===== config.mk =====
export PLATFORM = sky130hd
export DESIGN_NAME = format_spec_parser
export DESIGN_NICKNAME = d
export VERILOG_FILES = /design/src/rtl/core/fsp_pkg.sv /design/src/rtl/core/fsp_utf8.sv /design/src/rtl/core/fsp_feed.sv /design/src/rtl/core/format_spec_parser.sv
export SDC_FILE = /design/constraint.sdc
export NUM_CORES = 1
export LEC_CHECK = 0
export BUFFER_PORTS_ARGS = -buffer_cell sky130_fd_sc_hd__buf_2
export CORE_MARGIN = 2
export CORE_UTILIZATION = 55
export DETAILED_ROUTE_END_ITERATION = 6
export GPL_TIMING_DRIVEN = 0
export PLACE_DENSITY_LB_ADDON = 0.25
export SLEW_MARGIN = 20
export SYNTH_ARGS = -nofsm -noshare
export SYNTH_HDL_FRONTEND = slang
export SYNTH_SLANG_ARGS = --single-unit

===== constraint.sdc =====
create_clock -name clk -period 30.6 [get_ports clk]
set_input_delay 4.59 -clock clk [delete_from_list [all_inputs] [get_ports clk]]
set_output_delay 4.59 -clock clk [all_outputs]
set_load 0.03 [all_outputs]

===== src/rtl/core/fsp_pkg.sv =====
// Format-spec parser package: phase codes, character codes, field codes,
// the parse-state struct and small byte classifiers.
// No dependencies.
package fsp_pkg;

  localparam int FILL_W  = 21;
  localparam int FIELD_W = 24;

  // grammar phases
  localparam logic [3:0] PH_LEAD       = 4'd0;
  localparam logic [3:0] PH_ALIGN      = 4'd1;
  localparam logic [3:0] PH_SIGN       = 4'd2;
  localparam logic [3:0] PH_Z          = 4'd3;
  localparam logic [3:0] PH_HASH       = 4'd4;
  localparam logic [3:0] PH_ZERO       = 4'd5;
  localparam logic [3:0] PH_WIDTH      = 4'd6;
  localparam logic [3:0] PH_WIDTH_IN   = 4'd7;
  localparam logic [3:0] PH_GROUP      = 4'd8;
  localparam logic [3:0] PH_DOT        = 4'd9;
  localparam logic [3:0] PH_PREC_FIRST = 4'd10;
  localparam logic [3:0] PH_PREC_IN    = 4'd11;
  localparam logic [3:0] PH_TYPE       = 4'd12;
  localparam logic [3:0] PH_DONE       = 4'd13;
  localparam logic [3:0] PH_ERR        = 4'd14;

  // spec characters
  localparam logic [7:0] CH_LT    = 8'h3C;
  localparam logic [7:0] CH_GT    = 8'h3E;
  localparam logic [7:0] CH_CARET = 8'h5E;
  localparam logic [7:0] CH_EQ    = 8'h3D;
  localparam logic [7:0] CH_PLUS  = 8'h2B;
  localparam logic [7:0] CH_MINUS = 8'h2D;
  localparam logic [7:0] CH_SPACE = 8'h20;
  localparam logic [7:0] CH_Z     = 8'h7A;
  localparam logic [7:0] CH_HASH  = 8'h23;
  localparam logic [7:0] CH_ZERO  = 8'h30;
  localparam logic [7:0] CH_NINE  = 8'h39;
  localparam logic [7:0] CH_COMMA = 8'h2C;
  localparam logic [7:0] CH_UNDER = 8'h5F;
  localparam logic [7:0] CH_DOT   = 8'h2E;

  // field codes
  localparam logic [2:0] AL_NONE   = 3'd0;
  localparam logic [2:0] AL_LEFT   = 3'd1;
  localparam logic [2:0] AL_RIGHT  = 3'd2;
  localparam logic [2:0] AL_CENTER = 3'd3;
  localparam logic [2:0] AL_PAD    = 3'd4;

  localparam logic [1:0] SG_NONE  = 2'd0;
  localparam logic [1:0] SG_PLUS  = 2'd1;
  localparam logic [1:0] SG_MINUS = 2'd2;
  localparam logic [1:0] SG_SPACE = 2'd3;

  localparam logic [1:0] GS_NONE  = 2'd0;
  localparam logic [1:0] GS_COMMA = 2'd1;
  localparam logic [1:0] GS_UNDER = 2'd2;

  localparam logic [1:0] ST_OK      = 2'd0;
  localparam logic [1:0] ST_DIGITS  = 2'd1;
  localparam logic [1:0] ST_NOPREC  = 2'd2;
  localparam logic [1:0] ST_INVALID = 2'd3;

  // flag bit positions
  localparam int FL_ALT     = 0;
  localparam int FL_ZERO    = 1;
  localparam int FL_IMPLIED = 2;

  typedef struct packed {
    logic [3:0]         phase;
    logic [FILL_W-1:0]  fill;
    logic [2:0]         align;
    logic [1:0]         sign;
    logic [2:0]         flags;
    logic [FIELD_W-1:0] width;
    logic [FIELD_W-1:0] prec;
    logic [1:0]         sep;
    logic [7:0]         type_code;
    logic [1:0]         err;
    logic               fill_given;
  } fsp_state_t;

  localparam fsp_state_t RESET_ST = '{
    phase: PH_LEAD, fill: 21'd32, align: AL_NONE, sign: SG_NONE, flags: 3'd0,
    width: '1, prec: '1, sep: GS_NONE, type_code: 8'd0, err: ST_OK,
    fill_given: 1'b0
  };

  // one UTF-8 step on the leading character
  typedef struct packed {
    logic              hold;      // keep collecting bytes
    logic              align_ok;  // the new byte sits right after the character
    logic [FILL_W-1:0] fill;      // decoded codepoint, 0 if malformed
    logic [FILL_W-1:0] cp_next;   // partial codepoint with the new byte
  } fsp_utf_t;

  function automatic logic [2:0] align_code(input logic [7:0] c);
    case (c)
      CH_LT:    align_code = AL_LEFT;
      CH_GT:    align_code = AL_RIGHT;
      CH_CARET: align_code = AL_CENTER;
      CH_EQ:    align_code = AL_PAD;
      default:  align_code = AL_NONE;
    endcase
  endfunction

  function automatic logic is_digit(input logic [7:0] c);
    is_digit = (c >= CH_ZERO) && (c <= CH_NINE);
  endfunction

  function automatic logic [2:0] lead_len(input logic [7:0] b);
    if (b < 8'h80) lead_len = 3'd1;
    else if (b >= 8'hC2 && b <= 8'hDF) lead_len = 3'd2;
    else if (b >= 8'hE0 && b <= 8'hEF) lead_len = 3'd3;
    else if (b >= 8'hF0 && b <= 8'hF4) lead_len = 3'd4;
    else lead_len = 3'd1;
  endfunction

  function automatic logic [FILL_W-1:0] lead_bits(input logic [7:0] b);
    if (b >= 8'hC2 && b <= 8'hDF) lead_bits = FILL_W'(b[4:0]);
    else if (b >= 8'hE0 && b <= 8'hEF) lead_bits = FILL_W'(b[3:0]);
    else if (b >= 8'hF0 && b <= 8'hF4) lead_bits = FILL_W'(b[2:0]);
    else lead_bits = '0;
  endfunction

endpackage


===== src/rtl/core/fsp_utf8.sv =====
// UTF-8 step for the leading character of a spec: checks one more byte
// against the held lead byte. Depends on fsp_pkg.
module fsp_utf8 import fsp_pkg::*; (
  input  logic [7:0]        lead,
  input  logic [2:0]        held,
  input  logic [7:0]        c,
  input  logic [FILL_W-1:0] cp,
  output fsp_utf_t          step
);

  logic [2:0] len;
  logic       cont_ok;

  assign len = lead_len(lead);

  always_comb begin
    cont_ok = (c[7:6] == 2'b10);
    if (held == 3'd1) begin
      if (lead == 8'hE0 && c < 8'hA0) cont_ok = 1'b0;
      if (lead == 8'hED && c > 8'h9F) cont_ok = 1'b0;
      if (lead == 8'hF0 && c < 8'h90) cont_ok = 1'b0;
      if (lead == 8'hF4 && c > 8'h8F) cont_ok = 1'b0;
    end
  end

  always_comb begin
    step.hold     = 1'b0;
    step.align_ok = 1'b1;
    step.fill     = cp;
    step.cp_next  = {cp[FILL_W-7:0], c[5:0]};
    if (len == 3'd1) begin
      // single byte or bad lead: bad lead decodes as 0
      step.fill = lead[7] ? '0 : FILL_W'(lead);
    end else if (held < len) begin
      if (!cont_ok) begin
        step.fill     = '0;
        step.align_ok = (held == 3'd1);
      end else begin
        step.hold = 1'b1;
      end
    end
  end

endmodule


===== src/rtl/core/fsp_feed.sv =====
// Grammar step: applies one spec byte to the parse state, including the
// width/precision digit accumulation. Depends on fsp_pkg.
module fsp_feed import fsp_pkg::*; #(
  parameter int NUMBER_LIMIT = 8388607,
  localparam int ACC_W = $clog2(longint'(NUMBER_LIMIT) + 64'd1),
  localparam int SUM_W = ACC_W + 4
) (
  input  fsp_state_t       st,
  input  logic [ACC_W-1:0] accum,
  input  logic [7:0]       c,
  output fsp_state_t       st_next,
  output logic [ACC_W-1:0] accum_next
);

  logic [ACC_W-1:0] base;
  logic [SUM_W-1:0] sum;
  logic             over;
  logic             dig;
  logic [2:0]       acode;
  logic [3:0]       ph;
  logic             go;

  // only a running number continues from the accumulator
  assign base = (st.phase == PH_WIDTH_IN || st.phase == PH_PREC_IN) ? accum : '0;
  assign sum  = SUM_W'(base) * SUM_W'(4'd10) + SUM_W'(c[3:0]);
  assign over = sum > SUM_W'(NUMBER_LIMIT);
  assign dig  = is_digit(c);
  assign acode = align_code(c);

  always_comb begin
    st_next    = st;
    accum_next = accum;
    ph         = st.phase;
    go         = 1'b1;

    if (ph == PH_ERR) begin
      go = 1'b0;
    end else if (ph == PH_DONE) begin
      st_next.err = ST_INVALID;
      ph = PH_ERR;
      go = 1'b0;
    end

    if (go && ph == PH_ALIGN) begin
      ph = PH_SIGN;
      if (acode != AL_NONE) begin
        st_next.align = acode;
        go = 1'b0;
      end
    end
    if (go && ph == PH_SIGN) begin
      ph = PH_Z;
      if (c == CH_PLUS) begin
        st_next.sign = SG_PLUS;
        go = 1'b0;
      end else if (c == CH_MINUS) begin
        st_next.sign = SG_MINUS;
        go = 1'b0;
      end else if (c == CH_SPACE) begin
        st_next.sign = SG_SPACE;
        go = 1'b0;
      end
    end
    if (go && ph == PH_Z) begin
      ph = PH_HASH;
      if (c == CH_Z) go = 1'b0;
    end
    if (go && ph == PH_HASH) begin
      ph = PH_ZERO;
      if (c == CH_HASH) begin
        st_next.flags[FL_ALT] = 1'b1;
        go = 1'b0;
      end
    end
    if (go && ph == PH_ZERO) begin
      ph = PH_WIDTH;
      if (c == CH_ZERO) begin
        st_next.flags[FL_ZERO] = 1'b1;
        if (!st.fill_given) st_next.fill = FILL_W'(CH_ZERO);
        if (st.align == AL_NONE) begin
          st_next.fill  = FILL_W'(CH_ZERO);
          st_next.align = AL_PAD;
          st_next.flags[FL_IMPLIED] = 1'b1;
        end
        go = 1'b0;
      end
    end
    if (go && ph == PH_WIDTH) begin
      if (dig) begin
        if (over) begin
          st_next.err = ST_DIGITS;
          ph = PH_ERR;
        end else begin
          accum_next = ACC_W'(sum);
          ph = PH_WIDTH_IN;
        end
        go = 1'b0;
      end else begin
        ph = PH_GROUP;
      end
    end
    if (go && ph == PH_WIDTH_IN) begin
      if (dig) begin
        if (over) begin
          st_next.err = ST_DIGITS;
          ph = PH_ERR;
        end else begin
          accum_next = ACC_W'(sum);
        end
        go = 1'b0;
      end else begin
        st_next.width = FIELD_W'(accum);
        ph = PH_GROUP;
      end
    end
    if (go && ph == PH_GROUP) begin
      ph = PH_DOT;
      if (c == CH_COMMA) begin
        st_next.sep = GS_COMMA;
        go = 1'b0;
      end else if (c == CH_UNDER) begin
        st_next.sep = GS_UNDER;
        go = 1'b0;
      end
    end
    if (go && ph == PH_DOT) begin
      if (c == CH_DOT) begin
        ph = PH_PREC_FIRST;
        go = 1'b0;
      end else begin
        ph = PH_TYPE;
      end
    end
    if (go && ph == PH_PREC_FIRST) begin
      if (dig && !over) begin
        accum_next = ACC_W'(sum);
        ph = PH_PREC_IN;
      end else begin
        st_next.err = dig ? ST_DIGITS : ST_NOPREC;
        ph = PH_ERR;
      end
      go = 1'b0;
    end
    if (go && ph == PH_PREC_IN) begin
      if (dig) begin
        if (over) begin
          st_next.err = ST_DIGITS;
          ph = PH_ERR;
        end else begin
          accum_next = ACC_W'(sum);
        end
        go = 1'b0;
      end else begin
        st_next.prec = FIELD_W'(accum);
        ph = PH_TYPE;
      end
    end
    if (go && ph == PH_TYPE) begin
      st_next.type_code = c;
      ph = PH_DONE;
    end

    st_next.phase = ph;
  end

endmodule


===== src/rtl/core/format_spec_parser.sv =====
// Format-spec parser top level: stream handshake, leading-character hold,
// finish and result packing. Depends on fsp_pkg, fsp_utf8, fsp_feed.
//
//  channel  | dir | beat content
//  ---------+-----+------------------------------------------------------
//  s_axis   | in  | tdata: spec_byte; tlast: last_byte; tuser: empty_spec
//  m_axis   | out | tdata: parsed fields and status (one beat per spec)
//
// One byte is taken every cycle while s_axis_tready is high. A result is
// registered in m_axis_tdata, or in the skid entry while m_axis stalls;
// the grammar step (one digit multiply-add and compare) sets the clock path.
// Synchronous reset puts the parser at the start of a spec with no held bytes.
// A two-entry output (result register plus skid) keeps s_axis_tready high
// while one result waits; it drops only when both entries are full.
module format_spec_parser import fsp_pkg::*; #(
  parameter int NUMBER_LIMIT = 8388607
) (
  input  logic        clk,
  input  logic        rst,
  input  logic        s_axis_tvalid,
  output logic        s_axis_tready,
  input  logic [7:0]  s_axis_tdata,   // [7:0] spec_byte
  input  logic        s_axis_tlast,   // last_byte
  input  logic        s_axis_tuser,   // empty_spec
  output logic        m_axis_tvalid,
  input  logic        m_axis_tready,
  // [20:0] fill_char, [23:21] align_mode, [25:24] sign_mode,
  // [26] alternate_form, [27] zero_flag, [28] zero_implied,
  // [52:29] field_width, [54:53] group_sep, [78:55] precision_digits,
  // [86:79] type_code, [88:87] status, [95:89] zero
  output logic [95:0] m_axis_tdata
);

  localparam int ACC_W     = $clog2(longint'(NUMBER_LIMIT) + 64'd1);
  localparam int WIDTH_LSB = 29;
  localparam int STAT_LSB  = 87;

  // parse state
  fsp_state_t        st;
  logic [ACC_W-1:0]  accum;
  logic [2:0]        held_count;
  logic [7:0]        lead;
  logic [FILL_W-1:0] cpv;

  // output queue
  logic [95:0] skid_data;
  logic        skid_valid;

  logic s_accept;
  logic first;
  logic done;

  fsp_state_t        feed_in;
  fsp_state_t        fed;
  logic [ACC_W-1:0]  fed_acc;
  fsp_utf_t          us;

  fsp_state_t        tk_st;
  logic [ACC_W-1:0]  tk_acc;
  logic [2:0]        tk_held;
  logic [7:0]        tk_lead;
  logic [FILL_W-1:0] tk_cpv;

  fsp_state_t        fin;
  fsp_state_t        em;
  logic [95:0]       res_data;

  assign s_axis_tready = !skid_valid;
  assign s_accept      = s_axis_tvalid && s_axis_tready;
  assign done          = s_axis_tlast || s_axis_tuser;

  // First byte of a spec: run it through the grammar right away, as if no
  // fill were given, and hold it. If an align byte follows the character,
  // that guess is thrown away and the fill/align override takes over.
  assign first = (held_count == 3'd0) && (st.phase == PH_LEAD);

  always_comb begin
    feed_in = st;
    if (first) feed_in.phase = PH_ALIGN;
  end

  fsp_feed #(.NUMBER_LIMIT(NUMBER_LIMIT)) u_feed (
    .st         (feed_in),
    .accum      (accum),
    .c          (s_axis_tdata),
    .st_next    (fed),
    .accum_next (fed_acc)
  );

  fsp_utf8 u_utf8 (
    .lead (lead),
    .held (held_count),
    .c    (s_axis_tdata),
    .cp   (cpv),
    .step (us)
  );

  // take one byte
  always_comb begin
    tk_st   = fed;
    tk_acc  = fed_acc;
    tk_held = 3'd0;
    tk_lead = lead;
    tk_cpv  = cpv;
    if (first) begin
      tk_held = 3'd1;
      tk_lead = s_axis_tdata;
      tk_cpv  = lead_bits(s_axis_tdata);
    end else if (held_count != 3'd0) begin
      if (us.hold) begin
        // still inside a multi-byte character
        tk_st   = st;
        tk_acc  = accum;
        tk_held = held_count + 3'd1;
        tk_cpv  = us.cp_next;
      end else if (us.align_ok && align_code(s_axis_tdata) != AL_NONE) begin
        // character then align byte: it was a fill
        tk_st            = RESET_ST;
        tk_st.phase      = PH_SIGN;
        tk_st.fill       = us.fill;
        tk_st.fill_given = 1'b1;
        tk_st.align      = align_code(s_axis_tdata);
        tk_acc           = accum;
      end
      // otherwise the speculative grammar state just takes the byte
    end
  end

  // end of spec: close an open number, flag a dangling '.', and a
  // multi-byte character that never settled is invalid
  always_comb begin
    fin = tk_st;
    if (tk_held >= 3'd2) begin
      fin.err = ST_INVALID;
    end else begin
      case (tk_st.phase)
        PH_WIDTH_IN:   fin.width = FIELD_W'(tk_acc);
        PH_PREC_IN:    fin.prec  = FIELD_W'(tk_acc);
        PH_PREC_FIRST: fin.err   = ST_NOPREC;
        default:       fin.err   = tk_st.err;
      endcase
    end
  end

  // any error shows defaults; an empty spec shows defaults with status ok
  always_comb begin
    if (s_axis_tuser) begin
      em = RESET_ST;
    end else if (fin.err != ST_OK) begin
      em     = RESET_ST;
      em.err = fin.err;
    end else begin
      em = fin;
    end
  end

  assign res_data = {7'd0, em.err, em.type_code, em.prec, em.sep, em.width,
                     em.flags[FL_IMPLIED], em.flags[FL_ZERO], em.flags[FL_ALT],
                     em.sign, em.align, em.fill};

  // parse state
  always_ff @(posedge clk) begin
    if (rst) begin
      st         <= RESET_ST;
      accum      <= '0;
      held_count <= 3'd0;
      lead       <= 8'd0;
      cpv        <= '0;
    end else if (s_accept) begin
      if (done) begin
        st         <= RESET_ST;
        accum      <= '0;
        held_count <= 3'd0;
      end else begin
        st         <= tk_st;
        accum      <= tk_acc;
        held_count <= tk_held;
        lead       <= tk_lead;
        cpv        <= tk_cpv;
      end
    end
  end

  // result register plus skid entry
  always_ff @(posedge clk) begin
    if (rst) begin
      m_axis_tvalid <= 1'b0;
      skid_valid    <= 1'b0;
    end else begin
      if (!m_axis_tvalid || m_axis_tready) begin
        if (skid_valid) begin
          m_axis_tvalid <= 1'b1;
          skid_valid    <= 1'b0;
        end else begin
          m_axis_tvalid <= s_accept && done;
        end
      end else if (s_accept && done) begin
        skid_valid <= 1'b1;
      end
    end
  end

  always_ff @(posedge clk) begin
    if (!m_axis_tvalid || m_axis_tready) begin
      if (skid_valid) m_axis_tdata <= skid_data;
      else            m_axis_tdata <= res_data;
    end else if (s_accept && done) begin
      skid_data <= res_data;
    end
  end

`ifndef NO_ASSERTIONS
  // skid entry only fills behind a waiting result
  a_skid_order: assert property (@(posedge clk) disable iff (rst)
    skid_valid |-> m_axis_tvalid)
    else $error("skid entry valid without output beat");

  // a UTF-8 character holds at most four bytes
  a_held_max: assert property (@(posedge clk) disable iff (rst)
    held_count <= 3'd4)
    else $error("held byte count above four");

  // every result returns the parser to the start of a spec
  a_restart: assert property (@(posedge clk) disable iff (rst)
    (s_accept && done) |=> (st.phase == PH_LEAD && held_count == 3'd0))
    else $error("parser not restarted after result");

  // holding a leading character never coexists with an error
  a_hold_clean: assert property (@(posedge clk) disable iff (rst)
    held_count != 3'd0 |-> st.err == ST_OK)
    else $error("error recorded while leading character held");

  // error results carry default width
  a_err_default: assert property (@(posedge clk) disable iff (rst)
    (m_axis_tvalid && m_axis_tdata[STAT_LSB +: 2] != ST_OK)
      |-> m_axis_tdata[WIDTH_LSB +: FIELD_W] == '1)
    else $error("error result with non-default width");
`endif

endmodule

==> results of run 1 <==
-- through the flow --
stage               hold slack (ns)  total power [uW]  area [um2]  setup WS [ns]
floorplan                    0.4402             632.7       18130          16.97
global placement             0.4572             689.0       19200          13.30
detailed placement           0.4525             690.7       19340          20.60
CTS                          0.4634              1071       20390          21.14
global route                 0.4961              1107       20390          20.76
finish                       0.4641              1075       20390          20.93
-- per-layer routing --
| layer | vias to the layer above | wire [um] |
|---|---|---|
| met4 | 0 | 1192 |
| met3 | 91 | 5426 |
| met5 | - | 0 |
| met1 | 7781 | 23760 |
| li1 | 7557 | - |
| met2 | 939 | 22780 |
-- worst max-delay path: stages --
cell and delay (ns):
buf_2 0.11, clkbuf_1 0.35, clkbuf_1 0.52, inv_1 0.29
fa_1 0.53, nor2b_1 0.20, o21bai_1 0.14, inv_1 0.11
and4_1 0.25, and4_1 0.23, buf_6 0.13, a211oi_2 0.08
a31o_4 0.26, o22a_1 0.22, o21bai_1 0.19, a211oi_2 0.61
buf_2 0.32, clkbuf_1 0.36, o21ai_0 0.21, a32oi_1 0.31
-- kinds of logic after synthesis --
logic type	Yosys count
XOR/XNOR	38
adder cells (fa/ha/maj)	50
other	1
flip-flops	329
buffers and inverters	230
multiplexers	18
AO/OA/AOI/OAI	595
AND/OR/NAND/NOR	686
-- cells in the final DEF, fill, tap and decap left out, types with 55 or more instances in the layout --
master	n
inv_1	72
a21oi_1	106
edfxtp_1	178
nand2b_1	61
buf_2	133
nand3_1	121
nand2_1	137
a22oi_1	55
dfxtp_1	151
o21ai_0	85
clkbuf_1	110
nor2_1	217
-- state kept, by name (all words and copies together) (netlist names) --
signal,count
accum,23
st,4
cpv,21
lead,8
skid_data,89
held_count,3
skid_valid,1
m_axis_tdata,89
feed_in,90
m_axis_tvalid,1
-- report_power, final --
part           leakage [uW]  total [uW]  internal (uW)  switching (uW)
logic               0.00390         201           53.1             148
clock network      0.000536         387            222             165
registers           0.00283         487            482            4.97
-- cell type report --
cell class                 count  area (um2)  area share
multi-input combinational   1394        8798      0.4315
sequential                   329        8368      0.4104
clock buffer                  44       979.7     0.04805
buffer                       160       724.4     0.03553
timing repair buffer         114       633.1     0.03105
tap                          442       553.0     0.02712
inverter                      70       262.8     0.01289
clock inverter                13       67.56    0.003314
antenna                        1       2.502   0.0001227
-- final timing paths --
check	to	depth (start not counted)
setup / recovery	m_axis_tdata[55]$_DFFE_PN_	20
hold / removal	feed_in[36]$_SDFFE_PP1P_	2
setup reg to reg	m_axis_tdata[55]$_DFFE_PN_	23
hold reg to reg	feed_in[36]$_SDFFE_PP1P_	2
==> results.cfg, run 1 <==
[worst_setup_path]
setup.worst_path.start = s_axis_tdata[2]
worstPathMaxFanout = 10
ff2ff_setup_slack_ns = 23.20
r2r-start = st[91]$_SDFFE_PP0P_
end_kind = register
worst_setup_path_start_kind = input pin
path_class = input pin to register
cp.arrival_ns = 10.04
crit_required_ns = 30.97

[yosys]
ys_async_sr_fraction = 0
yosys-top-cells-count = nor2_1 (217), edfxtp_1 (178), dfxtp_1 (151)
yosysSeqAreaShare = 0.4620
synth_compound_area_frac = 0.2343
synth_edf_count = 178
ys_top_cells_by_area = edfxtp_1 (30%), dfxtp_1 (17%), nor2_1 (4.5%), nand3_1 (3.3%), ha_1 (3.3%)
synth_cells = 1947
synth_ff_type = edfxtp_1
avgSynthCellArea_um2 = 9.302
synth_adder_area_share = 0.03537
synth.distinct_cells = 92
ys_seq_elements = 329
synth_top_family_by_area = compound AO/OA/AOI/OAI gates
ys.warnings.count = 0
synth_top_area_cell = edfxtp_1
muxShareOfSynthArea = 0.01064
netlist_area_mm2 = 0.01811
synthSimpleGateAreaFrac = 0.1845
yosysMostFrequentCell = nor2_1
yosysTopAreaCellShare = 0.2951
synth-xor-area-share = 0.01838

[global_routing]
grt_overflow = 0
antenna_found_initial = 1
grt_pass1_wl_mm = 81.05
grt_pass1_vias = 14350
top_usage_layer = met1
grt_use_met1 = 0.4615
grtUsageTotal = 0.3011
grt_start_max_net_pins = 65
gr-usage-met2 = 0.4439
globalRouteMet3Util = 0.04774

[power]
leakagePower_uw = 0.007266
peakVddDrop_mv = 0.03756
power_per_cell_area_mw_per_mm2 = 52.75

[timing]
timing.fmax_ghz = 0.1034
hold_viol = 0
rsz0062_at_grt = no
finalCritPeriodShare = 0.3160
slew_headroom = 0.2185
fin_skew_ns = 0.01511
tightest_slew_ns = 1.143
finalCriticalPeriod_ns = 9.670
setup_viol = 0
fin_setup_tns_ns = 0
maxSlewViolCount = 0

[place]
port_buffers = 102
dp_hpwl_mm = 39.84
finalWeightedCongestion = 0.9551
dpl.cell_count = 2509

[flow_run]
max_cap_violations = 0

[floorplan]
placementRows = 66
initial_core_util = 0.5581
dieWidth_um = 185.5
die_h_um = 185.5
die_area_mm2 = 0.03440
coreArea_mm2 = 0.03245
num_io_pins = 112

[cts]
postCtsSetupBuffers = 0
cts_tree = built
clockRootBuffer = clkbuf_16
cts.repair.resized = 0
cts_hold_buf = 0
clk_latency_ns = 0.57
clock_sinks = 329
htreeDepth = 1
path_clk_slew_ns = 0.06
cts_buffers = 31
clk_path_buf_depth = 3

[routing]
drt_iter0_drc = 2281
firstDrtPassIters = 7
vias = 16370
routed_via_density = 6.376
ant_nets = 0
wl_per_cell_um = 20.71
drcViolationCount = 1
totalWireLength_mm = 53.16

[cells_and_area]
finalNonFillerCells = 2567
areaGrowthSynthToFinish_pct = 12.58
fin_nets = 2164
fin_util = 0.6283
drive_above_1_share = 0.1243
nFillCells = 2718

[status]
status = finished, violations left
failed_checks = DRC

[min_path]
hp-class = register to register
holdCritStartpoint = feed_in[36]$_SDFFE_PP1P_
Note: power is estimated with default switching activity, not from simulation.
==> run 2: changes to the inputs <==
Clock period 30.6 ns to 7.8 ns, I/O delays scaled along.
==> run 2 against run 1 <==
Compared with the run above: the flow now finishes without violations; clock skew shrank 0.0022 ns; final cell count down 0.16%; combinational power rose to 4.0 times the previous value; die area did not move; design area up 0.23%; sequential share of layout area fell by 0.095 points; routed wire length increased by 1.1%; count of clock-buffer cells in the layout shrank 12; sequential cell count is the same; register-to-register slack got worse by 23 ns.
==> results.cfg, run 2 (synthesis results as in run 1) <==
[timing]
tightest_slew_ns = 1.138
hold_viol = 0
timing.fmax_ghz = 0.1357
maxSlewViolCount = 0
holdWs_ns = 0.4638
setup_viol = 0
fin_setup_tns_ns = 0
slew_headroom = 0.2219
finalCriticalPeriod_ns = 7.370
fin_skew_ns = 0.01288
finalCritPeriodShare = 0.9448
rsz0062_at_grt = no

[status]
status = completed

[floorplan]
coreArea_mm2 = 0.03245
num_io_pins = 112
dieWidth_um = 185.5
die_area_mm2 = 0.03440
initial_core_util = 0.5581
die_h_um = 185.5
placementRows = 66

[min_path]
hp-class = register to register

[worst_setup_path]
crit_required_ns = 8.05
worst_setup_path_start_kind = register
cp_common_cell = clkbuf_1
cp.arrival_ns = 7.62
path_class = register to register
end_kind = register
crit_path_max_incr_delay_ns = 0.48
worstPathMaxFanout = 10
crit_chain = clkbuf_1, nand2_1, nor2_1, clkbuf_1, and2_1, ha_1, ha_1, fa_1, a211oi_1, o211ai_1, a21oi_1, o211ai_1, or3_1, nor4_2, a31o_4, o22a_1, o21bai_1, a211o_1, buf_6, o21a_1, clkbuf_1, clkbuf_1, nand3_1
cpLargestDelayFamily = compound AO/OA/AOI/OAI gates
critical-path-slowest-cell = clkbuf_1
critical_path_buf_inv_count = 5

[place]
placed_cell_area_mm2 = 0.01932
dp_hpwl_mm = 40.09
finalWeightedCongestion = 0.9416
port_buffers = 102

[cells_and_area]
fin_nets = 2160
layout_common_cells = nor2_1 (217), edfxtp_1 (178), dfxtp_1 (151)
nFillCells = 2696
drive_above_1_share = 0.1217
areaGrowthSynthToFinish_pct = 12.84
largest_register_ffs = 90
multi_input_area_mm2 = 0.008812
design_area_mm2 = 0.02044
final_common_cell = nor2_1
seqCellArea_mm2 = 0.008368

[cts]
cts_tree = built
clock_sinks = 329
clockRootBuffer = clkbuf_16
cts_buffers = 31
path_clk_slew_ns = 0.07
htreeDepth = 1
postCtsSetupBuffers = 0
clk_latency_ns = 0.56
clk_path_buf_depth = 3

[global_routing]
antenna_found_initial = 1
grt_pass1_wl_mm = 83.01
grt_start_max_net_pins = 93
grtUsageTotal = 0.3078
grt_pass1_vias = 14680
grt_overflow = 0

[routing]
ant_nets = 0
vias = 16450
totalWireLength_mm = 53.72
wl_per_cell_um = 20.96
drt_iter0_drc = 2348
routed_via_density = 6.417
firstDrtPassIters = 6
drcViolationCount = 0

[power]
leakagePower_uw = 0.007236
power_per_cell_area_mw_per_mm2 = 211.0
power.total_uw = 4312
peakVddDrop_mv = 0.1901

[flow_run]
max_cap_violations = 0
[run 2: through the flow]
stage,setup slack [ns],utilization,cells
floorplan,1.958,-,1953
global placement,0.06561,0.5919,2497
detailed placement,0.5778,0.5953,2504
CTS,0.5066,0.6286,2561
global route,0.02930,0.6297,2563
finish,0.4305,0.6297,2563
[run 2: per-layer routing]
metal / share of wire / track usage / vias to the layer above
met5: 0 / 0 / -
met4: 0.018 / 0.06635 / 0
met3: 0.11 / 0.05028 / 91
met2: 0.43 / 0.4604 / 985
met1: 0.44 / 0.4676 / 7817
li1: - / - / 7554
[run 2: timing repair]
action | CTS | global route
endpoints found under the setup margin | 0 | 20
hold buffers | 0 | 0
gates resized for setup | 0 | 1
[run 2: cell type report]
type,count,share of cell area
diodes,1,0.0001224
plain buffers,160,0.03545
clock buffers,32,0.03814
clock inverters,25,0.01475
inverters,70,0.01286
multi-input cells,1394,0.4312
flip-flops and latches,329,0.4095
well taps,442,0.02706
repair buffers,110,0.03098
[run 2: worst register-to-register path, cell delays in order, from the launching register on]
cell and delay [ns]:
dfxtp_1 0.31, clkbuf_1 0.33, nand2_1 0.31, nor2_1 0.30, clkbuf_1 0.33, and2_1 0.23, ha_1 0.24, ha_1 0.24
fa_1 0.43, a211oi_1 0.46, o211ai_1 0.25, a21oi_1 0.33, o211ai_1 0.31, or3_1 0.41, nor4_2 0.37, a31o_4 0.26
o22a_1 0.19, o21bai_1 0.20, a211o_1 0.27, buf_6 0.15, o21a_1 0.13, clkbuf_1 0.31, clkbuf_1 0.48, nand3_1 0.22
[run 2: final timing paths]
kind | start | endpoint | slack [ns] | cells after the start
setup / recovery | st[91]$_SDFFE_PP0P_ | skid_data[76]$_DFFE_PP_ | 0.43 | 23
hold / removal | feed_in[36]$_SDFFE_PP1P_ | feed_in[36]$_SDFFE_PP1P_ | 0.46 | 2
setup reg to reg | st[91]$_SDFFE_PP0P_ | skid_data[76]$_DFFE_PP_ | 0.43 | 23
hold reg to reg | feed_in[36]$_SDFFE_PP1P_ | feed_in[36]$_SDFFE_PP1P_ | 0.46 | 2
[run 2: where the power goes]
group | internal, uW | leakage, uW | switching, uW
clock network | 954 | 0.000516 | 646
logic | 211 | 0.00389 | 589
registers | 1890 | 0.00283 | 19.5
